==> src/rtl/core/fpa_pkg.sv <==
`timescale 1ns / 1ps
// ----------------------------------------------------------------------------
// Fixed-point arctangent package
// Shared widths, the stage payload type and the CORDIC angle table.
// ----------------------------------------------------------------------------
package fpa_pkg;

  localparam int X_W      = 32;   // Q16.16 argument
  localparam int ANGLE_W  = 32;   // Q2.30 result
  localparam int VEC_W    = 63;   // CORDIC x/y datapath, signed
  localparam int ANG_W    = 63;   // angle accumulator, units of 2^-61 rad
  localparam int SHIFT_W  = 6;    // normalize shift amount
  localparam int ONE_EXP  = 16;   // position of 1.0 in Q16.16
  localparam int NORM_TOP = 59;   // larger component lands in [2^59, 2^60)
  localparam int ROUND_POS = 30;  // half of one Q2.30 LSB in accumulator units
  localparam int RES_LSB  = 31;   // accumulator bit that is Q2.30 bit 0

  localparam logic signed [ANGLE_W-1:0] HALF_PI_Q30 = 32'sd1686629713;

  typedef struct packed {
    logic                    neg;
    logic                    zero;
    logic signed [VEC_W-1:0] vx;
    logic signed [VEC_W-1:0] vy;
    logic signed [ANG_W-1:0] z;
  } fpa_vec_t;

  // restoring division, evaluated at elaboration only
  function automatic logic [63:0] fpa_udiv(logic [63:0] num, logic [63:0] den);
    logic [64:0] rem;
    logic [63:0] quo;
    rem = '0;
    quo = '0;
    for (int b = 63; b >= 0; b--) begin
      rem = {rem[63:0], num[b]};
      if (rem >= {1'b0, den}) begin
        rem    = rem - {1'b0, den};
        quo[b] = 1'b1;
      end
    end
    return quo;
  endfunction

  // atan(1/m) * 2^61 by the alternating series
  function automatic logic [63:0] fpa_atan_recip(logic [63:0] m);
    logic [63:0] p;
    logic [63:0] sum;
    logic [63:0] term;
    logic        done;
    p    = fpa_udiv(64'h2000_0000_0000_0000, m);
    sum  = p;
    done = 1'b0;
    for (int k = 1; k < 64; k++) begin
      if (!done) begin
        p = fpa_udiv(fpa_udiv(p, m), m);
        if (p == 64'd0) begin
          done = 1'b1;
        end else begin
          term = fpa_udiv(p, 64'(2 * k + 1));
          if ((k % 2) == 1) begin
            sum = sum - term;
          end else begin
            sum = sum + term;
          end
        end
      end
    end
    return sum;
  endfunction

  // angle table entry: atan(2^-i) * 2^61, pi/4 from Machin's formula
  function automatic logic [63:0] fpa_atan_entry(int i);
    logic [63:0] ent;
    if (i == 0) begin
      ent = (fpa_atan_recip(64'd5) << 2) - fpa_atan_recip(64'd239);
    end else begin
      ent = fpa_atan_recip(64'd1 << (i % 64));
    end
    return ent;
  endfunction

endpackage

==> src/rtl/core/fpa_finish.sv <==
`timescale 1ns / 1ps
// ----------------------------------------------------------------------------
// Result formatter
// Round the accumulated angle to Q2.30, clamp to [0, pi/2], restore the sign; a zero argument gives zero.
// ----------------------------------------------------------------------------
module fpa_finish (
  input  logic                               clk_i,
  input  logic                               rst_ni,
  input  logic                               en_i,
  input  logic                               valid_i,
  input  fpa_pkg::fpa_vec_t                  vec_i,
  output logic                               valid_o,
  output logic signed [fpa_pkg::ANGLE_W-1:0] angle_o
);
  import fpa_pkg::*;

  logic                      valid_q;
  logic signed [ANG_W-1:0]   rounded;
  logic signed [ANGLE_W-1:0] r, sat, angle_d, angle_q;

  assign rounded = vec_i.z + (ANG_W'(1) << ROUND_POS);
  assign r       = rounded[ANG_W-1:RES_LSB];

  always_comb begin
    if (r[ANGLE_W-1]) begin
      sat = '0;
    end else if (r > HALF_PI_Q30) begin
      sat = HALF_PI_Q30;
    end else begin
      sat = r;
    end
    if (vec_i.zero) begin
      angle_d = '0;
    end else if (vec_i.neg) begin
      angle_d = -sat;
    end else begin
      angle_d = sat;
    end
  end

  always_ff @(posedge clk_i or negedge rst_ni) begin
    if (!rst_ni) begin
      valid_q <= 1'b0;
    end else if (en_i) begin
      valid_q <= valid_i;
    end
  end

  always_ff @(posedge clk_i) begin
    if (en_i) begin
      angle_q <= angle_d;
    end
  end

  assign valid_o = valid_q;
  assign angle_o = angle_q;

`ifndef SYNTHESIS
  a_fin_range: assert property (@(posedge clk_i) disable iff (!rst_ni)
    valid_q |-> (angle_q <= HALF_PI_Q30) && (angle_q >= -HALF_PI_Q30))
    else $error("angle beyond pi/2");
`endif

endmodule

==> config.mk <==
export PLATFORM = sky130hd
export DESIGN_NAME = fpa_finish
export DESIGN_NICKNAME = d
export VERILOG_FILES = /design/src/rtl/core/fpa_pkg.sv /design/src/rtl/core/fpa_finish.sv
export SDC_FILE = /design/constraint.sdc
export NUM_CORES = 1
export LEC_CHECK = 0
export BUFFER_PORTS_ARGS = -buffer_cell sky130_fd_sc_hd__buf_4
export CAP_MARGIN = 0
export CELL_PAD_IN_SITES_DETAIL_PLACEMENT = 0
export CELL_PAD_IN_SITES_GLOBAL_PLACEMENT = 2
export CORE_MARGIN = 2
export CORE_UTILIZATION = 21
export DETAILED_ROUTE_END_ITERATION = 7
export PLACE_DENSITY = 0.83
export SYNTH_ARGS = -nofsm -noshare
export SYNTH_HDL_FRONTEND = slang
export SYNTH_SLANG_ARGS = --single-unit
export TNS_END_PERCENT = 20
==> constraint.sdc <==
create_clock -name clk_i -period 0.8 [get_ports clk_i]
set_input_delay 0.08 -clock clk_i [delete_from_list [all_inputs] [get_ports clk_i]]
set_output_delay 0.08 -clock clk_i [all_outputs]
set_load 0.05 [all_outputs]
==> run_results.csv <==
group,metric,value,unit
placement,dp_hpwl,13600,um
clocking,clkTransAtPathRegs,0.05,ns
placement,dp.cells,1035,
critical_path,startpoint_type,"primary input",
clocking,cts_max_level,2,
critical_path,critPathLaunch,"vec_i[48]",
placement,dp_slack,-4.17,ns
grt,grt_pass1_wl,25800,um
critical_path,cp.arrival,4.39,ns
die,initial_core_util,21.6,%
logic_synthesis,synth_top_area_share,23.6,%
logic_synthesis,yosysTopAreaCell,"edfxtp_1",
pwr,leakage,2.96,nW
logic_synthesis,avgSynthCellArea,7.92,um2
critical_path,r2r-start,"valid_o",
sta,final-hold-violation-count,0,
drt,detail_route.vias_per_cell,4.75,
critical_path,crit_fanout,4,
layout,drive_gt1_share,49.4,%
pwr,ir_drop,0.707,mV
die,die_w,143,um
layout,insertedDiodeCount,0,
layout,final_nets,993,
min_path,min_path_cells,2,
sta,max_freq,230,MHz
pwr,total_power,8.08,mW
run_status,status,"finished with violations",
layout,layout_commonest_cell,"buf_4",
sta,setup-violations-final,65,
die,die_y,143,um
sta,drv_slew,0,
critical_path,r2r_end,"valid_o",
grt,antenna_found_initial,0,
layout,finalNonFillerCells,1057,
drt,initialDrtViolationCount,266,
logic_synthesis,synthTopCellsByArea,"edfxtp_1 (24%), nor2_1 (5.4%), xnor2_1 (5.0%)",
min_path,hold_class,"in2reg",
clocking,cts_num_sinks,33,
logic_synthesis,ys_warn_count,0,
critical_path,critical_path_class,"in2reg",
critical_path,reg2reg_slack,0.05,ns
clocking,worstSkewPairLatency,0.28,ns
die,coreArea,0.0188,mm2
logic_synthesis,synth-seq-cells,33,
clocking,cts_tree,"yes",
logic_synthesis,ys_seq_area_share,24.3,%
drt,postRouteAntennaNets,0,
logic_synthesis,synth_cell_types,81,
run_status,violations,"setup timing",
sta,layout_setup_ws,-3.56,ns
layout,final_util,38.7,%
min_path,hp-start,"valid_i",
drt,route.detailed.drc,0,
logic_synthesis,synth_edf_count,32,
drt,wl_per_cell,15.6,um
pwr,p_per_area,1110,mW/mm2
drt,vias,5016,
grt,grt_pass1_vias,4846,
grt,gr-usage-all-layers,16.0,%
sta,fin_worst_skew,0,ns
die,ios,228,
layout,mostFrequentLayoutCells,"buf_4 (255), nor2_1 (58), buf_6 (42), nand2_1 (37), edfxtp_1 (32)",
placement,portBuffers,71,
logic_synthesis,syn_area,0.00406,mm2
clocking,cts-root-buf,"clkbuf_16",
drt,firstDrtPassIters,5,
clocking,numCtsBuffers,5,
clocking,cts.path.max_buffers,2,
logic_synthesis,synth_flop_cell,"edfxtp_1",
drt,routed_wl,16500,um
logic_synthesis,syn-num-nets,710,
die,rows,50,
layout,syn2layout_area_growth,79.5,%
grt,grt_max_degree,32,
job,max_cap_violations,0,
critical_path,critPathCaptureType,"register",
sta,slew_headroom,54.7,%
placement,place.gp.congestion,0.929,
critical_path,worstRegToRegCells,1,
sta,worstMarginPinSlew,0.670,ns
layout,final.fill_count,1932,
sta,rsz0062_at_grt,"yes",
logic_synthesis,syn_inst,513,
die,die-area,0.0205,mm2
grt,gr-total-overflow,0,
logic_synthesis,async_flop_share,3.03,%
sta,period_minus_slack,4.36,ns
min_path,hold_end,"valid_o",
critical_path,required,0.83,ns
sta,period_share,545,%
==> registers in the layout, indices dropped and copies added (netlist names) <==
register / cells
valid_o: 1
angle_o: 32
==> cell type report <==
type | instances | area, um2 | area share, %
clock buffer | 5 | 125 | 1.71
clock inverter | 3 | 46.3 | 0.635
inverter | 9 | 33.8 | 0.463
multi-input combinational | 444 | 3290 | 45.1
sequential | 33 | 986 | 13.5
tap | 260 | 325 | 4.46
timing repair buffer | 303 | 2490 | 34.1
==> kinds of logic after synthesis <==
logic type	after synthesis	share of synthesized area (%)
xor+xnor	45	9.70
flops	33	24.3
simple gates	249	34.5
mux	12	3.23
fa+ha+maj	2	0.616
buf+inv	36	3.94
compound gates	136	23.8
==> power breakdown <==
| part | leakage [nW] | switching [mW] | internal (mW) |
|---|---|---|---|
| clock | 0.0800 | 0.774 | 1.47 |
| combinational | 2.56 | 2.04 | 1.62 |
| sequential | 0.320 | 0.0756 | 2.10 |
==> cells in the mapped netlist, types with 3 or more instances <==
cell,n
nand2_1,39
mux2i_1,3
a21o_1,6
or4_4,4
xnor2_1,23
nand2b_1,5
o21ai_0,28
nand4_1,20
o41ai_1,3
and2_1,5
buf_2,11
nor2_1,59
or2_2,5
o31ai_1,4
inv_1,9
o21a_1,5
nor3_2,3
a31oi_1,11
nor3_1,25
and4_1,3
edfxtp_1,32
clkbuf_1,14
a41o_1,3
and3_1,8
nand3b_1,3
nor3b_1,4
o21ai_2,4
nand3_1,26
o21bai_1,3
mux2_2,3
a41oi_1,4
o211ai_1,4
or3_1,6
nor4_1,12
mux2_1,6
nor4_2,4
nor2b_1,4
a21oi_1,28
xor2_1,22
o21ai_1,5
==> per-stage QoR <==
stage | hold slack (ns) | instance area [um2] | TNS [ns]
CTS | 0.0216 | 7060 | -92.07
detailed placement | -0.143 | 6550 | -104.92
floorplan | -0.216 | 4170 | -96.15
global placement | -0.145 | 6550 | -103.53
global route | 0.0265 | 7300 | -97.16
finish | 0.0287 | 7300 | -91.76
==> metal layers <==
| metal | up-vias | share of wire [%] | global-route usage, % |
|---|---|---|---|
| met1 | 2336 | 48 | 22.4 |
| li1 | 2524 | - | - |
| met2 | 139 | 46 | 26.7 |
| met5 | - | 0 | 0 |
| met3 | 17 | 3.9 | 0.872 |
| met4 | 0 | 2.0 | 4.38 |
==> timing repair <==
| item | in CTS | in global routing |
|---|---|---|
| hold buffers | 1 | 0 |
| endpoints found under the hold margin | 1 | 0 |
| pin swaps | 24 | 12 |
| setup buffers | 6 | 7 |
| gates resized for setup | 69 | 35 |
| endpoints found under the setup margin | 65 | 65 |
==> worst max-delay path, stage by stage <==
cell and delay, ns:
buf_8 0.08, nand3_4 0.07, or4_4 0.54, or4_4 0.54, a21oi_4 0.16, o21ai_2 0.07, or3_4 0.39, o21ai_4 0.18
o21ai_4 0.07, o21ai_2 0.15, ha_2 0.21, o21ai_2 0.06, or3_4 0.33, or4b_4 0.54, o21a_4 0.23, nor3_4 0.23
a31oi_1 0.13, mux2_1 0.32
==> how the worst max path moves through the flow <==
| stage | depth (start not counted) | end |
|---|---|---|
| 5_1_grt | 20 | angle_o[24] |
| 2_1_floorplan | 21 | angle_o[24] |
| 3_3_place_gp | 18 | angle_o[26] |
| 3_5_place_dp | 18 | angle_o[20] |
| 4_1_cts | 18 | angle_o[26] |
| 6_report | 18 | angle_o[26] |
Power figures use the tool's default switching activity.
