--- config.mk ---
export PLATFORM = sky130hd
export DESIGN_NAME = fpa_skid
export DESIGN_NICKNAME = d
export VERILOG_FILES = /design/src/rtl/core/fpa_pkg.sv /design/src/rtl/core/fpa_skid.sv
export SDC_FILE = /design/constraint.sdc
export NUM_CORES = 1
export LEC_CHECK = 0
export BUFFER_PORTS_ARGS = -buffer_cell sky130_fd_sc_hd__buf_2
export CAP_MARGIN = 20
export CORE_MARGIN = 5
export CORE_UTILIZATION = 55
export DETAILED_ROUTE_END_ITERATION = 7
export GPL_ROUTABILITY_DRIVEN = 0
export PLACE_DENSITY = 0.86
export SLEW_MARGIN = 20
export SYNTH_ARGS = -nofsm -noshare
export SYNTH_HDL_FRONTEND = slang
export SYNTH_SLANG_ARGS = --single-unit
export TNS_END_PERCENT = 1
--- constraint.sdc ---
create_clock -name clk_i -period 6 [get_ports clk_i]
set_input_delay 0.6 -clock clk_i [delete_from_list [all_inputs] [get_ports clk_i]]
set_output_delay 0.6 -clock clk_i [all_outputs]
set_load 0.005 [all_outputs]
--- src/rtl/core/fpa_pkg.sv ---
`timescale 1ns / 1ps
// ----------------------------------------------------------------------------
// Fixed-point arctangent package
// Shared widths, the stage payload type and the CORDIC angle table.
// ----------------------------------------------------------------------------
package fpa_pkg;

  localparam int X_W      = 32;   // Q16.16 argument
  localparam int ANGLE_W  = 32;   // Q2.30 result
  localparam int VEC_W    = 63;   // CORDIC x/y datapath, signed
  localparam int ANG_W    = 63;   // angle accumulator, units of 2^-61 rad
  localparam int SHIFT_W  = 6;    // normalize shift amount
  localparam int ONE_EXP  = 16;   // position of 1.0 in Q16.16
  localparam int NORM_TOP = 59;   // larger component lands in [2^59, 2^60)
  localparam int ROUND_POS = 30;  // half of one Q2.30 LSB in accumulator units
  localparam int RES_LSB  = 31;   // accumulator bit that is Q2.30 bit 0

  localparam logic signed [ANGLE_W-1:0] HALF_PI_Q30 = 32'sd1686629713;

  typedef struct packed {
    logic                    neg;
    logic                    zero;
    logic signed [VEC_W-1:0] vx;
    logic signed [VEC_W-1:0] vy;
    logic signed [ANG_W-1:0] z;
  } fpa_vec_t;

  // restoring division, evaluated at elaboration only
  function automatic logic [63:0] fpa_udiv(logic [63:0] num, logic [63:0] den);
    logic [64:0] rem;
    logic [63:0] quo;
    rem = '0;
    quo = '0;
    for (int b = 63; b >= 0; b--) begin
      rem = {rem[63:0], num[b]};
      if (rem >= {1'b0, den}) begin
        rem    = rem - {1'b0, den};
        quo[b] = 1'b1;
      end
    end
    return quo;
  endfunction

  // atan(1/m) * 2^61 by the alternating series
  function automatic logic [63:0] fpa_atan_recip(logic [63:0] m);
    logic [63:0] p;
    logic [63:0] sum;
    logic [63:0] term;
    logic        done;
    p    = fpa_udiv(64'h2000_0000_0000_0000, m);
    sum  = p;
    done = 1'b0;
    for (int k = 1; k < 64; k++) begin
      if (!done) begin
        p = fpa_udiv(fpa_udiv(p, m), m);
        if (p == 64'd0) begin
          done = 1'b1;
        end else begin
          term = fpa_udiv(p, 64'(2 * k + 1));
          if ((k % 2) == 1) begin
            sum = sum - term;
          end else begin
            sum = sum + term;
          end
        end
      end
    end
    return sum;
  endfunction

  // angle table entry: atan(2^-i) * 2^61, pi/4 from Machin's formula
  function automatic logic [63:0] fpa_atan_entry(int i);
    logic [63:0] ent;
    if (i == 0) begin
      ent = (fpa_atan_recip(64'd5) << 2) - fpa_atan_recip(64'd239);
    end else begin
      ent = fpa_atan_recip(64'd1 << (i % 64));
    end
    return ent;
  endfunction

endpackage

--- src/rtl/core/fpa_skid.sv ---
`timescale 1ns / 1ps
// ----------------------------------------------------------------------------
// Output register with skid buffer
// Holds finished beats; the pipeline stalls only while the skid slot is full.
// ----------------------------------------------------------------------------
module fpa_skid (
  input  logic                               clk_i,
  input  logic                               rst_ni,
  input  logic                               valid_i,
  input  logic signed [fpa_pkg::ANGLE_W-1:0] angle_i,
  output logic                               ready_o,
  output logic                               valid_o,
  input  logic                               ready_i,
  output logic signed [fpa_pkg::ANGLE_W-1:0] angle_o
);
  import fpa_pkg::*;

  logic                      out_valid_q, skid_valid_q;
  logic signed [ANGLE_W-1:0] out_q, skid_q;
  logic                      push, take;

  assign ready_o = !skid_valid_q;
  assign push    = valid_i && !skid_valid_q;
  assign take    = out_valid_q && ready_i;

  always_ff @(posedge clk_i or negedge rst_ni) begin
    if (!rst_ni) begin
      out_valid_q  <= 1'b0;
      skid_valid_q <= 1'b0;
    end else if (push) begin
      if (out_valid_q && !take) begin
        skid_valid_q <= 1'b1;
      end else begin
        out_valid_q <= 1'b1;
      end
    end else if (take) begin
      if (skid_valid_q) begin
        skid_valid_q <= 1'b0;
      end else begin
        out_valid_q <= 1'b0;
      end
    end
  end

  always_ff @(posedge clk_i) begin
    if (push) begin
      if (out_valid_q && !take) begin
        skid_q <= angle_i;
      end else begin
        out_q <= angle_i;
      end
    end else if (take && skid_valid_q) begin
      out_q <= skid_q;
    end
  end

  assign valid_o = out_valid_q;
  assign angle_o = out_q;

`ifndef SYNTHESIS
  a_skid_order: assert property (@(posedge clk_i) disable iff (!rst_ni)
    skid_valid_q |-> out_valid_q)
    else $error("skid slot full while output register empty");

  a_skid_fill: assert property (@(posedge clk_i) disable iff (!rst_ni)
    $rose(skid_valid_q) |-> $past(out_valid_q && !ready_i))
    else $error("skid slot filled without a stalled output");
`endif

endmodule

==> flow_metrics.tcl, run 1 <==
set metrics [dict create \
    grt_pass1_wl_mm 7.00 \
    yosys_register_bits 66 \
    end_kind "flop" \
    cts_resized 0 \
    antenna_found_initial 0 \
    leakage_nw 1.28 \
    area_growth_pct 20.0 \
    path_clk_slew_ns 0.06 \
    tns_ns 0 \
    routed-wl-met3_um 247 \
    synth_xor_area_share_pct 0 \
    numCtsBuffers 9 \
    syn_inst 113 \
    wl_met2_mm 2.30 \
    rrSetupSlack_ns 4.15 \
    cts_setup_buffers 0 \
    clk_path_buf_depth 2 \
    timing.slew.headroom_pct 50.8 \
    num_rows 25 \
    hpwlAfterDp_mm 3.02 \
    vias 1258 \
    rsz0062_at_grt "no" \
    grt_use_total_pct 15.4 \
    antenna_cells 0 \
    power_density_mw_per_mm2 419 \
    setup_viol 0 \
    syn_nets 149 \
    fin_worst_skew_ns 0.00283 \
    synthMuxAreaShare_pct 18.1 \
    r2r-end "skid_q[9]" \
    cts-root-buf "clkbuf_8" \
    final-hold-violation-count 0 \
    drv_cap 0 \
    routed_wl_mm 4.21 \
    die_h_um 78.5 \
    die_w_um 78.5 \
    htree_levels 3 \
    worst_slack_ns 4.15 \
    required_ns 5.98 \
    synth_compound_area_share_pct 0.777 \
    syn_area_mm2 0.00258 \
    synthSimpleGateAreaFrac_pct 1.60 \
    cts.sinks 66 \
    postLayoutCoreUtil_pct 66.8 \
    design_area_mm2 0.00309 \
    synth_top_family_by_area "multiplexers" \
    cp_slowest_stage_delay_ns 0.44 \
    fmax_ghz 0.542 \
    reg2reg_depth 3 \
    grt_pass1_vias 1466 \
    crit_arrival_ns 1.83 \
    pin_count 70 \
    start_util_pct 55.7 \
    hold_buffers 0 \
    seq_area_frac_synth_pct 76.5 \
    placed_area_mm2 0.00293 \
    synthTopCellsByCount "edfxtp_1 (64), mux2_4 (28), mux2_2 (4), buf_12 (3)" \
    dpl_worst_slack_ns 3.94 \
    grt_max_degree 35 \
    ys_warn_count 0 \
    vias_per_cell 5.05 \
    cp_max_fo 34 \
    synth_top_cell_area_share_pct 74.6 \
    start_kind "flop" \
    synth_edf_count 64 \
    reg2reg_from "skid_valid_q" \
    synth_area_leaders "edfxtp_1 (75%), mux2_4 (16%), buf_12 (2.3%)" \
    wl_met1_mm 1.56 \
    core_mm2 0.00463 \
    avgSynthCellArea_um2 22.8 \
    drive_gt1_share_pct 62.1 \
    nNetsFinal 226 \
    final_max_slew_viol_count 0 \
    yosys.area.top_type "edfxtp_1" \
    synth-adder-area-share_pct 0 \
    drt.antenna.violating_nets 0 \
    hp-class "primary input to asynchronous set/reset pin" \
    yosysMostFrequentCell "edfxtp_1" \
    min_period_over_period_pct 30.8 \
    wl_per_cell_um 16.9 \
    io_buffer_count 69 \
    synth_cell_types 15 \
    grt_overflow_total 0 \
    die_area_mm2 0.00616 \
    async_reset_ff_share_pct 3.03 \
    cts_tree "built" \
    crit_path_cell_trace "nand2b_4 -> nor3_2 -> buf_4" \
    path_class "flop to flop" \
    remaining_drc_errors 0 \
    fill_cells 306 \
    yosys_most_used_dff "edfxtp_1" \
    dr.pass1.iters 4 \
    highest_layer "met4" \
    status "completed" \
    ir_drop_mv 0.373 \
    clk_latency_ns 0.32 \
    slowest_stage "nand2b_4" \
    post-route-min-period_ns 1.85 \
    drt_iter0_markers 56 \
    worst_pin_slew_ns 0.737 \
    fin_total_pwr_mw 1.29 \
]
## registers in the layout, indices dropped and copies added (netlist names)
signal        cells
valid_o           1
skid_valid_q      1
angle_o          32
skid_q           32
## routing by layer
layer	vias up	global-route usage (%)
li1	596	-
met1	610	16.4
met2	43	26.7
met3	9	5.39
met4	0	8.39
met5	-	0
## power by group
group | internal [mW] | total, mW | switching, mW | leakage, nW
registers | 0.657 | 0.691 | 0.0334 | 0.620
logic | 0.154 | 0.307 | 0.153 | 0.577
clock network | 0.144 | 0.297 | 0.153 | 0.0860
## cell type report
| type | instances | area [µm²] | share of cell area (%) |
|---|---|---|---|
| tap | 54 | 67.6 | 2.19 |
| clock buffer | 9 | 124 | 4.01 |
| inverter | 2 | 7.51 | 0.243 |
| multi-input combinational | 41 | 532 | 17.2 |
| timing repair buffer | 70 | 353 | 11.4 |
| sequential | 66 | 1970 | 63.8 |
| clock inverter | 7 | 36.3 | 1.17 |
## cells by family (layout without fill, tap and decap cells)
kind of cell,after synthesis,after routing
compound gates,3,3
flops,66,66
mux,32,32
buf+inv,6,88
simple gates,6,6
## worst max path at each step
stage                       to  slack, ns         start  depth (start not counted)
floorplan            skid_q[0]       2.41       valid_i                          4
global placement     skid_q[5]       4.00       valid_i                          4
detailed placement   skid_q[4]       3.94       valid_i                          4
CTS                 skid_q[10]       4.14  skid_valid_q                          3
global route        skid_q[12]       4.05  skid_valid_q                          3
finish               skid_q[9]       4.15  skid_valid_q                          3
## per-stage QoR
stage          instances  hold slack (ns)
2_1_floorplan        113            0.304
5_1_grt              249           0.0279
3_3_place_gp         233            0.385
6_report             249           0.0462
4_1_cts              249           0.0353
3_5_place_dp         233            0.388
## cell usage in the layout (no fill, tap or decap), types with 2 or more instances in the layout
| cell | count |
|---|---|
| inv_1 | 2 |
| clkinv_2 | 5 |
| mux2_4 | 28 |
| nor2_1 | 2 |
| buf_2 | 69 |
| dfrtp_1 | 2 |
| mux2_2 | 4 |
| clkbuf_8 | 9 |
| edfxtp_1 | 64 |
## worst max-delay path: cells and delay by family, from the launching register on
| kind | cells | cell delay (ns) |
|---|---|---|
| flops | 1 | 0.43 |
| simple gates | 2 | 0.65 |
| buf+inv | 1 | 0.41 |
Power figures use the tool's default switching activity.
==> inputs of run 2 (changes only) <==
--- a/config.mk
+++ b/config.mk
@@ -8,10 +8,10 @@
 export BUFFER_PORTS_ARGS = -buffer_cell sky130_fd_sc_hd__buf_2
 export CAP_MARGIN = 20
 export CORE_MARGIN = 5
-export CORE_UTILIZATION = 55
+export CORE_UTILIZATION = 46
 export DETAILED_ROUTE_END_ITERATION = 7
 export GPL_ROUTABILITY_DRIVEN = 0
-export PLACE_DENSITY = 0.86
+export PLACE_DENSITY = 0.77
 export SLEW_MARGIN = 20
 export SYNTH_ARGS = -nofsm -noshare
 export SYNTH_HDL_FRONTEND = slang
==> constraint.sdc (replaced) <==
create_clock -name clk_i -period 1.5 [get_ports clk_i]
set_input_delay 0.15 -clock clk_i [delete_from_list [all_inputs] [get_ports clk_i]]
set_output_delay 0.15 -clock clk_i [all_outputs]
set_load 0.005 [all_outputs]
==> flow_metrics.tcl, run 2 (synthesis gave the netlist of run 1 again) <==
set metrics [dict create \
    status "completed" \
    num_rows 27 \
    hold-worst-slack_ns 0.0173 \
    nNetsFinal 238 \
    crit_buf_inv 1 \
    drt.antenna.violating_nets 0 \
    power_density_mw_per_mm2 1650 \
    die_area_mm2 0.00720 \
    start_util_pct 47.1 \
    slowest_stage "dfrtp_1" \
    wl_per_cell_um 15.3 \
    tns_ns 0 \
    setup_viol 0 \
    clk_latency_ns 0.32 \
    path_class "flop to flop" \
    cts_setup_buffers 0 \
    final_max_slew_viol_count 0 \
    hpwlAfterDp_mm 3.09 \
    min_period_over_period_pct 91.7 \
    drive_gt1_share_pct 58.7 \
    grt_pass1_wl_mm 6.91 \
    die_h_um 84.9 \
    placed_area_mm2 0.00303 \
    clk_path_buf_depth 2 \
    grt_use_total_pct 12.6 \
    path_clk_slew_ns 0.07 \
    end_kind "flop" \
    vias_per_cell 4.62 \
    crit_path_cell_trace "nand2b_4 -> buf_12 -> mux2_4" \
    crit_family "flip-flops" \
    design_area_mm2 0.00329 \
    placedCellCount 255 \
    cts-root-buf "clkbuf_8" \
    die_w_um 84.9 \
    area_growth_pct 27.6 \
    finalNonFillerCells 278 \
    fmax_ghz 0.727 \
    io_buffer_count 69 \
    vias 1283 \
    rsz0062_at_grt "no" \
    grt_overflow_total 0 \
    fin_worst_skew_ns 0.00808 \
    grt_pass1_vias 1352 \
    worst_pin_slew_ns 0.412 \
    hp-class "primary input to flop" \
    remaining_drc_errors 0 \
    leakage_nw 1.35 \
    pin_count 70 \
    required_ns 1.58 \
    grt_max_degree 33 \
    drv_cap 0 \
    numCtsBuffers 9 \
    antenna_cells 0 \
    post-route-min-period_ns 1.38 \
    ir_drop_mv 0.769 \
    timing.slew.headroom_pct 72.5 \
    mostFrequentLayoutCells "buf_2 (69), edfxtp_1 (64), mux2_4 (28), clkbuf_8 (9), dlygate4sd3_1 (8)" \
    cp_slowest_stage_delay_ns 0.41 \
    drt_iter0_markers 44 \
    crit_arrival_ns 1.45 \
    htree_levels 3 \
    cts.sinks 66 \
    final_common_cell "buf_2" \
    cp_max_fo 19 \
    antenna_found_initial 0 \
    dr.pass1.iters 4 \
    final-hold-violation-count 0 \
    core_mm2 0.00547 \
    routed_wl_mm 4.24 \
    cts_tree "built" \
    start_kind "flop" \
]
-- run 2: power by group --
part | switching (mW) | internal, mW | total [mW]
logic | 0.653 | 0.727 | 1.38
registers | 0.122 | 2.62 | 2.75
clock network | 0.580 | 0.739 | 1.32
total | 1.35 | 4.09 | 5.44
-- run 2: final cells by class --
| type | instances | area [µm²] |
|---|---|---|
| repair buffers | 82 | 500 |
| inverters | 2 | 7.51 |
| clock buffers | 10 | 128 |
| well taps | 72 | 90.1 |
| fillers | 416 | 2180 |
| clock inverters | 5 | 46.3 |
| multi-input cells | 41 | 546 |
| flip-flops and latches | 66 | 1970 |
-- run 2: final timing paths --
| path | startpoint | to | slack, ns | depth (start not counted) |
|---|---|---|---|---|
| setup / recovery | skid_valid_q | angle_o[0] | 0.12 | 3 |
| hold / removal | angle_i[6] | skid_q[6] | 0.02 | 1 |
| setup reg to reg | skid_valid_q | angle_o[0] | 0.12 | 3 |
| hold reg to reg | skid_q[17] | angle_o[17] | 0.55 | 1 |
| max in group asynchronous | rst_ni | skid_valid_q | 1.24 | 2 |
| min in group asynchronous | rst_ni | valid_o | 0.16 | 2 |
-- run 2: layer usage --
layer	part of all wire (%)	up-vias	GRT usage [%]	wire length, µm
met5	0	-	0	0
met4	2.2	0	6.91	92
li1	-	621	-	-
met1	41	606	14.8	1740
met3	6.3	10	3.69	266
met2	51	46	20.6	2150
-- run 2: what timing repair did --
action                                 4_1_cts  5_1_grt
resized for setup                            1        0
setup endpoints to repair                   32        0
endpoints found under the hold margin        6        3
hold buffers                                 5        3
-- run 2: through the flow --
stage	power (mW)	util, %	worst slack (ns)
floorplan	3.63	-	-0.514
global placement	4.12	55.3	-0.0229
detailed placement	4.16	55.3	-0.0825
CTS	5.52	59.6	0.119
global route	5.74	60.1	0.0415
finish	5.44	60.1	0.125
