==> config.mk <==
export PLATFORM = sky130hd
export DESIGN_NAME = fpa_norm
export DESIGN_NICKNAME = d
export VERILOG_FILES = /design/src/rtl/core/fpa_pkg.sv /design/src/rtl/core/fpa_norm.sv
export SDC_FILE = /design/constraint.sdc
export NUM_CORES = 1
export LEC_CHECK = 0
export BUFFER_PORTS_ARGS = -buffer_cell sky130_fd_sc_hd__buf_4
export CORE_MARGIN = 10
export CORE_UTILIZATION = 50
export CTS_BUF_LIST = sky130_fd_sc_hd__clkbuf_4 sky130_fd_sc_hd__clkbuf_8
export CTS_CLUSTER_SIZE = 10
export DETAILED_ROUTE_END_ITERATION = 10
export PLACE_DENSITY = 0.73
export SYNTH_ARGS = -nofsm -noshare
export SYNTH_HDL_FRONTEND = slang
export SYNTH_SLANG_ARGS = --single-unit
==> constraint.sdc <==
create_clock -name clk_i -period 3.3 [get_ports clk_i]
set_input_delay 0.165 -clock clk_i [delete_from_list [all_inputs] [get_ports clk_i]]
set_output_delay 0.165 -clock clk_i [all_outputs]
set_load 0.05 [all_outputs]
==> src/rtl/core/fpa_pkg.sv <==
`timescale 1ns / 1ps
// ----------------------------------------------------------------------------
// Fixed-point arctangent package
// Shared widths, the stage payload type and the CORDIC angle table.
// ----------------------------------------------------------------------------
package fpa_pkg;

  localparam int X_W      = 32;   // Q16.16 argument
  localparam int ANGLE_W  = 32;   // Q2.30 result
  localparam int VEC_W    = 63;   // CORDIC x/y datapath, signed
  localparam int ANG_W    = 63;   // angle accumulator, units of 2^-61 rad
  localparam int SHIFT_W  = 6;    // normalize shift amount
  localparam int ONE_EXP  = 16;   // position of 1.0 in Q16.16
  localparam int NORM_TOP = 59;   // larger component lands in [2^59, 2^60)
  localparam int ROUND_POS = 30;  // half of one Q2.30 LSB in accumulator units
  localparam int RES_LSB  = 31;   // accumulator bit that is Q2.30 bit 0

  localparam logic signed [ANGLE_W-1:0] HALF_PI_Q30 = 32'sd1686629713;

  typedef struct packed {
    logic                    neg;
    logic                    zero;
    logic signed [VEC_W-1:0] vx;
    logic signed [VEC_W-1:0] vy;
    logic signed [ANG_W-1:0] z;
  } fpa_vec_t;

  // restoring division, evaluated at elaboration only
  function automatic logic [63:0] fpa_udiv(logic [63:0] num, logic [63:0] den);
    logic [64:0] rem;
    logic [63:0] quo;
    rem = '0;
    quo = '0;
    for (int b = 63; b >= 0; b--) begin
      rem = {rem[63:0], num[b]};
      if (rem >= {1'b0, den}) begin
        rem    = rem - {1'b0, den};
        quo[b] = 1'b1;
      end
    end
    return quo;
  endfunction

  // atan(1/m) * 2^61 by the alternating series
  function automatic logic [63:0] fpa_atan_recip(logic [63:0] m);
    logic [63:0] p;
    logic [63:0] sum;
    logic [63:0] term;
    logic        done;
    p    = fpa_udiv(64'h2000_0000_0000_0000, m);
    sum  = p;
    done = 1'b0;
    for (int k = 1; k < 64; k++) begin
      if (!done) begin
        p = fpa_udiv(fpa_udiv(p, m), m);
        if (p == 64'd0) begin
          done = 1'b1;
        end else begin
          term = fpa_udiv(p, 64'(2 * k + 1));
          if ((k % 2) == 1) begin
            sum = sum - term;
          end else begin
            sum = sum + term;
          end
        end
      end
    end
    return sum;
  endfunction

  // angle table entry: atan(2^-i) * 2^61, pi/4 from Machin's formula
  function automatic logic [63:0] fpa_atan_entry(int i);
    logic [63:0] ent;
    if (i == 0) begin
      ent = (fpa_atan_recip(64'd5) << 2) - fpa_atan_recip(64'd239);
    end else begin
      ent = fpa_atan_recip(64'd1 << (i % 64));
    end
    return ent;
  endfunction

endpackage

==> src/rtl/core/fpa_norm.sv <==
`timescale 1ns / 1ps
// ----------------------------------------------------------------------------
// Argument normalizer
// Three stages: magnitude, leading-one search, scaling of (1, |x|) so the
// larger component lies in [2^59, 2^60).
// ----------------------------------------------------------------------------
module fpa_norm (
  input  logic                              clk_i,
  input  logic                              rst_ni,
  input  logic                              en_i,
  input  logic                              valid_i,
  input  logic signed [fpa_pkg::X_W-1:0]    x_value_i,
  output logic                              valid_o,
  output fpa_pkg::fpa_vec_t                 vec_o
);
  import fpa_pkg::*;

  logic                 v1_q, v2_q, v3_q;
  logic                 neg1_q, neg2_q;
  logic                 zero1_q, zero2_q;
  logic [X_W-1:0]       mag1_q, mag2_q;
  logic [X_W-1:0]       mag_d;
  logic [SHIFT_W-1:0]   shift_d, shift2_q;
  fpa_vec_t             vec_d, vec3_q;
  logic [X_W/2-1:0]     hi;
  logic [SHIFT_W-1:0]   msb;

  assign mag_d = x_value_i[X_W-1] ? (~x_value_i + 1'b1) : x_value_i;

  assign hi = mag1_q[X_W-1:X_W/2];

  always_comb begin
    msb = '0;
    for (int b = 0; b < X_W/2; b++) begin
      if (hi[b]) begin
        msb = SHIFT_W'(b);
      end
    end
    if (hi == '0) begin
      shift_d = SHIFT_W'(NORM_TOP - ONE_EXP);
    end else begin
      shift_d = SHIFT_W'(NORM_TOP - X_W/2) - msb;
    end
  end

  always_comb begin
    vec_d.neg  = neg2_q;
    vec_d.zero = zero2_q;
    vec_d.vx   = VEC_W'(1) << (shift2_q + SHIFT_W'(ONE_EXP));
    vec_d.vy   = VEC_W'(mag2_q) << shift2_q;
    vec_d.z    = '0;
  end

  always_ff @(posedge clk_i or negedge rst_ni) begin
    if (!rst_ni) begin
      v1_q <= 1'b0;
      v2_q <= 1'b0;
      v3_q <= 1'b0;
    end else if (en_i) begin
      v1_q <= valid_i;
      v2_q <= v1_q;
      v3_q <= v2_q;
    end
  end

  always_ff @(posedge clk_i) begin
    if (en_i) begin
      neg1_q   <= x_value_i[X_W-1];
      zero1_q  <= (x_value_i == '0);
      mag1_q   <= mag_d;
      neg2_q   <= neg1_q;
      zero2_q  <= zero1_q;
      mag2_q   <= mag1_q;
      shift2_q <= shift_d;
      vec3_q   <= vec_d;
    end
  end

  assign valid_o = v3_q;
  assign vec_o   = vec3_q;

`ifndef SYNTHESIS
  a_norm_range: assert property (@(posedge clk_i) disable iff (!rst_ni)
    (v3_q && !vec3_q.zero) |->
      (vec3_q.vx[VEC_W-1:NORM_TOP+1] == '0) && (vec3_q.vy[VEC_W-1:NORM_TOP+1] == '0) &&
      (vec3_q.vx[NORM_TOP] || vec3_q.vy[NORM_TOP]))
    else $error("normalized vector out of range");
`endif

endmodule

==> results of run 1 <==
final cells by class:
cell class / count / share of cell area (%)
Clock buffer: 42 / 4.040
Clock inverter: 15 / 0.9629
Inverter: 14 / 0.4169
Multi-Input combinational cell: 547 / 29.21
Sequential cell: 205 / 48.72
Tap cell: 270 / 2.680
Timing Repair Buffer: 216 / 13.97
flip-flops by register name, indices dropped and copies added, names as in the netlist:
| register | cells |
|---|---|
| zero2_q | 1 |
| shift2_q | 6 |
| v1_q | 1 |
| mag2_q | 32 |
| valid_o | 1 |
| neg2_q | 1 |
| v2_q | 1 |
| neg1_q | 1 |
| vec_o | 128 |
| mag1_q | 32 |
| zero1_q | 1 |
report_power, final:
part	switching [mW]	leakage [nW]	internal, mW
registers	0.106	2.05	3.11
logic	1.06	2.50	0.510
clock network	0.922	0.336	1.16
critical path: stages:
cell and delay (ns):
dlygate4sd3_1 0.54, buf_4 0.15, or4_1 0.54, or3_4 0.38
nor3_2 0.30, nand2_2 0.14, o41ai_2 0.24, xnor2_1 0.10
dlygate4sd3_1 0.55
timing repair:
item                                   in CTS  in global routing
buffers inserted                            0                  0
endpoints found under the hold margin      37                  0
hold buffers                               38                  0
through the flow:
stage          cells  power (mW)  hold WS [ns]
2_1_floorplan    874       4.380       -0.1306
3_3_place_gp    1214       4.764      -0.04552
3_5_place_dp    1214       4.779      -0.04353
4_1_cts         1309       6.908       0.01561
5_1_grt         1309       7.153       0.06799
6_report        1309       6.858       0.03894
metal layers:
layer  track usage (%)  part of all wire, %  wire length (um)  vias to the layer above
li1                  -                    -                 -                     3280
met1             22.19                   41              9817                     3290
met2             26.46                   47             11220                      350
met3             4.581                  9.1              2150                       37
met4             5.443                  2.2               511                        0
met5                 0                    0                 0                        -
placed cells by master, fill, tap and decap left out, types with 13 or more instances in the layout:
cell / netlist / routed
clkbuf_8: 0 / 32
o22ai_1: 15 / 15
o31ai_1: 13 / 13
edfxtp_1: 202 / 202
buf_4: 65 / 174
nor2_1: 113 / 113
conb_1: 1 / 63
dlygate4sd3_1: 0 / 38
mux4_2: 26 / 26
o21ai_0: 43 / 43
mux2i_1: 33 / 33
mux2_2: 30 / 30
xnor2_1: 29 / 29
nand2_1: 66 / 66
cell families (layout without fill, tap and decap cells):
family | count (synthesis) | count (layout) | synth area share, %
AOI/OAI and AO/OA | 115 | 115 | 7.438
and+or+nand+nor | 248 | 248 | 10.99
DFF | 205 | 205 | 59.56
muxes | 89 | 89 | 12.16
xor gates and xnor gates | 29 | 29 | 2.463
buffers and inverters | 122 | 287 | 6.990
adders and majority gates | 3 | 3 | 0.3641
other | 1 | 63 | 0.03637
final timing paths:
kind | slack [ns] | end | startpoint
worst max register to register | 0.76 | vec_o[107] | shift2_q[0]
max in group asynchronous | 2.67 | v2_q | rst_ni
worst max-delay path | 0.48 | mag1_q[26] | x_value_i[11]
min in group asynchronous | 0.48 | valid_o | rst_ni
worst min register to register | 0.41 | mag2_q[15] | mag1_q[15]
worst min-delay path | 0.04 | mag1_q[3] | x_value_i[1]
==> impl_metrics.toml, run 1 <==
[clock_tree]
tritoncts = "done"
root_buffer = "clkbuf_8"
cts.clk_slew.worst_paths_ns = 0.06
cts.sinks = 205
cts.htree.levels = 1
cts_resized = 0
worst_skew_pair.late_latency_ns = 0.56
clockBufferDepth = 3
cts_buffers = 31

[timing]
min_period_over_period_pct = 85.51
finalClockSkew_ns = 0.01685
timing.setup.tns_ns = 0
slew_viol_final = 0
rsz0062_at_grt = "no"
setup_viol = 0
hold_viol = 0
slew_headroom_pct = 42.69
tightest_slew_ns = 0.8576
postLayoutSetupSlackWorst_ns = 0.4781
final.min_clock_period_ns = 2.822
max_freq_ghz = 0.3544

[final_layout]
final_core_util_pct = 62.29
multiInputGateArea_um2 = 3682
diodes = 0
syn2layout_area_growth_pct = 22.24
drive_gt1_share_pct = 28.97
seqCellArea_um2 = 6141
nets = 1054
fill_cells = 1556
final_area_um2 = 12600

[worst_hold_path]
hold_path_class = "in2reg"
hold_depth = 3

[synth]
synth_edf_count = 202
yosys.area.top_type = "edfxtp_1"
synth.most_common_cell = "edfxtp_1"
yosys_warnings = 0
synth_area_leaders = "edfxtp_1 (59%), mux4_2 (5.7%), buf_4 (4.7%)"
syn_area_per_cell_um2 = 12.70
yosysSeqAreaShare_pct = 59.56
synth_flop_cell = "edfxtp_1"
synth_cells = 812
ys_ff_latch = 205
async_flop_share_pct = 1.463
synth_area_um2 = 10310
synth_commonest_cells = "edfxtp_1 (202), nor2_1 (113), nand2_1 (66)"
synthDistinctLibCells = 59
synth_top_area_share_pct = 58.83

[die]
row_count = 52
die_w_um = 163.6
dieArea_um2 = 26770
ios = 228
start_util_pct = 50.96
fp.dieH_um = 163.6
core_region_area_um2 = 20230

[critical_path]
rr_worst_depth = 6
critPathCaptureType = "register"
path_max_fanout = 5
crit_arrival_ns = 3.12
crit_type = "in2reg"
required_ns = 3.60
worstSetupStartpointType = "primary input"

[placement]
numPortBuffers = 164
hpwl_mm = 16.97
routabilityCongestion = 0.8918
dp_worst_setup_slack_ns = 0.8098
dpl-instance-area_um2 = 11590

[routing]
postRouteAntennaNets = 0
drt-pass1-iter-count = 5
post_drt_wl_per_cell_um = 18.10
drt-initial-drc-count = 511
num_vias = 6957
drt_wl_total_mm = 23.70
drc = 0
viasPerCell = 5.315

[outcome]
status = "complete, no violations"

[grt]
grt_first_pass_wirelength_mm = 36.84
antenna_found_initial = 0
grt_pass1_vias = 6968
grt_max_degree = 82
gr-total-overflow = 0
globalRouteTotalUtil_pct = 16.82

[power_and_ir_drop]
vdd_drop_max_mv = 0.2449
cellLeakagePower_nw = 4.885
powerDensity_nw_per_um2 = 544.1

[job]
maxCapViolations = 0
Power figures use the tool's default switching activity.
==> inputs of run 2 (changes only) <==
- RECOVER_POWER: unset -> 25
==> impl_metrics.toml, run 2 (synthesis gave the netlist of run 1 again) <==
[die]
start_util_pct = 50.96
dieArea_um2 = 26770
die_w_um = 163.6
fp.dieH_um = 163.6
ios = 228
row_count = 52
core_region_area_um2 = 20230

[critical_path]
critPathCaptureType = "register"
crit_arrival_ns = 3.12
rrSetupSlack_ns = 0.77
worstReg2RegEnd = "vec_o[107]"
path_max_fanout = 5
crit_type = "in2reg"
required_ns = 3.60
worstSetupStartpointType = "primary input"
r2r_start = "shift2_q[0]"
rr_worst_depth = 6

[final_layout]
fill_cells = 1559
largest_reg_flops = 128
final_common_cell = "edfxtp_1"
fin_cells = 1309
final_cell_mix = "edfxtp_1 (202), buf_4 (171), nor2_1 (113)"
diodes = 0
drive_gt1_share_pct = 28.68
syn2layout_area_growth_pct = 22.07
nets = 1054
final_core_util_pct = 62.21

[routing]
drt-initial-drc-count = 509
viasPerCell = 5.328
drc = 0
drt_wl_total_mm = 23.68
num_vias = 6974
post_drt_wl_per_cell_um = 18.09
drt-pass1-iter-count = 5
postRouteAntennaNets = 0

[clock_tree]
clockBufferDepth = 3
cts.clk_slew.worst_paths_ns = 0.06
cts.htree.levels = 1
worst_skew_pair.late_latency_ns = 0.56
root_buffer = "clkbuf_8"
cts_resized = 0
tritoncts = "done"
cts.sinks = 205
cts_buffers = 31

[timing]
finalClockSkew_ns = 0.01474
final.min_clock_period_ns = 2.822
setup_viol = 0
rsz0062_at_grt = "no"
timing.setup.tns_ns = 0
hold_viol = 0
tightest_slew_ns = 3.065
max_freq_ghz = 0.3544
slew_viol_final = 54
min_period_over_period_pct = 85.50
slew_headroom_pct = -104.3

[grt]
grt_pass1_vias = 6968
globalRouteTotalUtil_pct = 16.82
grt_max_degree = 82
grt_first_pass_wirelength_mm = 36.84
antenna_found_initial = 0
gr-total-overflow = 0

[placement]
place_inst = 1214
routabilityCongestion = 0.8918
hpwl_mm = 16.97
numPortBuffers = 164

[outcome]
status = "complete, but fails checks"
violations = "max-capacitance violations, max-slew violations"

[job]
maxCapViolations = 1

[power_and_ir_drop]
cellLeakagePower_nw = 4.872
vdd_drop_max_mv = 0.2450
power_mw = 6.860
powerDensity_nw_per_um2 = 545.0

[worst_hold_path]
whs_endpoint = "mag1_q[3]"
hold_path_class = "in2reg"
hold_start = "x_value_i[1]"
hold_depth = 3
[run 2: cell count changes in the layout (fill, tap and decap cells not counted)]
cell | previous run | this run
clkbuf_1 | 0 | 3
buf_4 | 174 | 171
clkbuf_8 | 32 | 31
clkbuf_4 | 11 | 12
[run 2: final cells by class]
class | count | area (um2) | share of cell area, %
Clock buffer | 42 | 509.2 | 4.046
Clock inverter | 15 | 121.4 | 0.9642
Inverter | 14 | 52.55 | 0.4175
Multi-Input combinational cell | 547 | 3682 | 29.25
Sequential cell | 205 | 6141 | 48.79
Tap cell | 270 | 337.8 | 2.684
Timing Repair Buffer | 216 | 1743 | 13.85
[run 2: worst max-delay path by stage]
stage               cells past startpoint     startpoint         end
global route                            9  x_value_i[11]  mag1_q[26]
CTS                                     9  x_value_i[13]  mag1_q[26]
global placement                        6    shift2_q[0]  vec_o[123]
detailed placement                      6    shift2_q[0]  vec_o[107]
floorplan                               7    shift2_q[0]  vec_o[120]
finish                                  9  x_value_i[11]  mag1_q[26]
[run 2: power by group]
group | internal, mW | switching, mW | total [mW]
Sequential | 3.11 | 0.106 | 3.21
Combinational | 0.509 | 1.05 | 1.56
Clock | 1.16 | 0.922 | 2.08
[run 2: stage by stage]
stage                     hold slack, ns  worst slack, ns  cell area (um2)
after floorplan                  -0.1306           0.9825            10540
after global placement          -0.04552           0.8210            11590
after detailed placement        -0.04353           0.8098            11590
after CTS                        0.01561           0.5352            12600
after global routing             0.06930           0.3928            12590
final                            0.04472           0.4784            12590
[run 2: what timing repair did]
item | CTS | global route
hold buffers | 38 | 0
setup buffers | 0 | 0
endpoints found under the hold margin | 37 | 0
[run 2: worst max-delay path, cell delays in order]
cell           delay, ns
dlygate4sd3_1       0.54
buf_4               0.15
or4_1               0.54
or3_4               0.38
nor3_2              0.30
nand2_2             0.14
o41ai_2             0.24
xnor2_1             0.10
dlygate4sd3_1       0.55
[run 2: layer usage]
layer / vias up / part of all wire [%] / track usage (%)
met2: 349 / 47 / 26.46
met4: 0 / 2.2 / 5.443
met5: - / 0 / 0
met1: 3305 / 41 / 22.19
met3: 41 / 9.1 / 4.581
li1: 3279 / - / -
==> inputs of run 3 (changes only) <==
- CORE_UTILIZATION: 50 -> 57
- PLACE_DENSITY: 0.73 -> 0.82
==> impl_metrics.toml, run 3 (synthesis gave the netlist of run 1 again) <==
[timing]
postLayoutSetupSlackWorst_ns = 0.5612
finalClockSkew_ns = 0.01740
timing.setup.tns_ns = 0
max_freq_ghz = 0.3651
tightest_slew_ns = 2.975
min_period_over_period_pct = 82.99
rsz0062_at_grt = "no"
setup_viol = 0
slew_viol_final = 63
hold_viol = 0
final.min_clock_period_ns = 2.739
slew_headroom_pct = -98.32

[routing]
drt_wl_total_mm = 24.44
post_drt_wl_per_cell_um = 19.29
viasPerCell = 5.524
drc = 0
drt-pass1-iter-count = 5
num_vias = 6999
postRouteAntennaNets = 0
drt-initial-drc-count = 779

[grt]
globalRouteTotalUtil_pct = 19.62
grt_first_pass_wirelength_mm = 38.45
grt_pass1_vias = 7052
busiest_layer = "met2"
use_met2_pct = 31.93
gr-total-overflow = 0
grtUsageMet1_pct = 25.09
grt_max_degree = 83
antenna_found_initial = 0
use_met3_pct = 5.269

[job]
maxCapViolations = 1

[die]
dieArea_um2 = 23870
start_util_pct = 57.60
core_region_area_um2 = 17900
row_count = 49
die_w_um = 154.5
fp.dieH_um = 154.5
ios = 228

[placement]
numPortBuffers = 164
hpwl_mm = 17.04
dp_worst_setup_slack_ns = 0.7097
routabilityCongestion = 0.8983
place_inst = 1171

[power_and_ir_drop]
powerDensity_nw_per_um2 = 541.7
cellLeakagePower_nw = 4.851
vdd_drop_max_mv = 0.3219

[critical_path]
worstSetupStartpointType = "primary input"
path_common_cell = "dlygate4sd3_1"
required_ns = 3.61
rr_worst_depth = 7
path_max_fanout = 3
crit_slowest_cell = "or4_1"
path_cells = "dlygate4sd3_1, buf_4, or4_1, or3_4, nor2_4, nand2_1, o31ai_1, xnor2_1, dlygate4sd3_1"
critPathCaptureType = "register"
crit_type = "in2reg"
cpPeakStageDelay_ns = 0.58
crit_arrival_ns = 3.05
rrSetupSlack_ns = 0.67

[worst_hold_path]
hold_path_class = "in2reg"
hold_depth = 3

[final_layout]
fin_cells = 1267
final_core_util_pct = 69.89
drive_gt1_share_pct = 28.71
diodes = 0
largest_reg_flops = 128
fill_cells = 1264
syn2layout_area_growth_pct = 21.34
final_cell_mix = "edfxtp_1 (202), buf_4 (168), nor2_1 (113)"
nets = 1052
final_common_cell = "edfxtp_1"
multiInputGateArea_um2 = 3682
seqCellArea_um2 = 6141

[clock_tree]
root_buffer = "clkbuf_8"
cts_resized = 0
cts.sinks = 205
cts.htree.levels = 1
worst_skew_pair.late_latency_ns = 0.57
clockBufferDepth = 3
cts.clk_slew.worst_paths_ns = 0.06
cts_buffers = 31
tritoncts = "done"

[outcome]
status = "complete, but fails checks"
violations = "max-capacitance violations, max-slew violations"
==> run 3: cell type report <==
cell class | instances | area share (%)
Clock inverter | 20 | 0.9900
Inverter | 14 | 0.4200
Timing Repair Buffer | 214 | 13.96
Tap cell | 229 | 2.290
Sequential cell | 205 | 49.08
Multi-Input combinational cell | 547 | 29.43
Clock buffer | 38 | 3.830
==> run 3: through the flow <==
step / total power, mW / hold slack, ns / instance area (um2)
2_1_floorplan: 4.380 / -0.1306 / 10540
3_3_place_gp: 4.759 / -0.04520 / 11540
3_5_place_dp: 4.783 / -0.04537 / 11540
4_1_cts: 6.795 / 0.09363 / 12520
5_1_grt: 7.065 / 0.3999 / 12510
6_report: 6.778 / 0.3945 / 12510
==> run 3: path summary, 6_finish.rpt <==
| check | from | end |
|---|---|---|
| worst min register to register | mag1_q[11] | mag2_q[11] |
| worst min-delay path | valid_i | v1_q |
| min in group asynchronous | rst_ni | v2_q |
| worst max register to register | shift2_q[1] | vec_o[100] |
| worst max-delay path | x_value_i[13] | mag1_q[21] |
| max in group asynchronous | rst_ni | valid_o |
==> run 3: where the power goes <==
group	switching, mW	internal (mW)	total [mW]	leakage [nW]
logic	1.06	0.510	1.57	2.48
registers	0.111	3.11	3.22	2.05
clock network	0.945	1.04	1.99	0.316
total	2.12	4.66	6.78	4.85
==> run 3: critical path: cells and delay by family <==
family	cells	cell delay, ns
xor gates and xnor gates	1	0.10
AOI/OAI and AO/OA	1	0.32
and+or+nand+nor	4	1.24
buffers and inverters	3	1.22
==> run 3: repair_timing <==
item,4_1_cts,5_1_grt
setup buffers,0,0
endpoints found under the hold margin,38,0
endpoints found under the setup margin,0,0
hold buffers,38,0
==> run 3: routing by layer <==
metal  wire length, um  share of wire, %
met5                 0                 0
met1              9729                40
met3              2211               9.0
met4               556               2.3
met2             11940                49
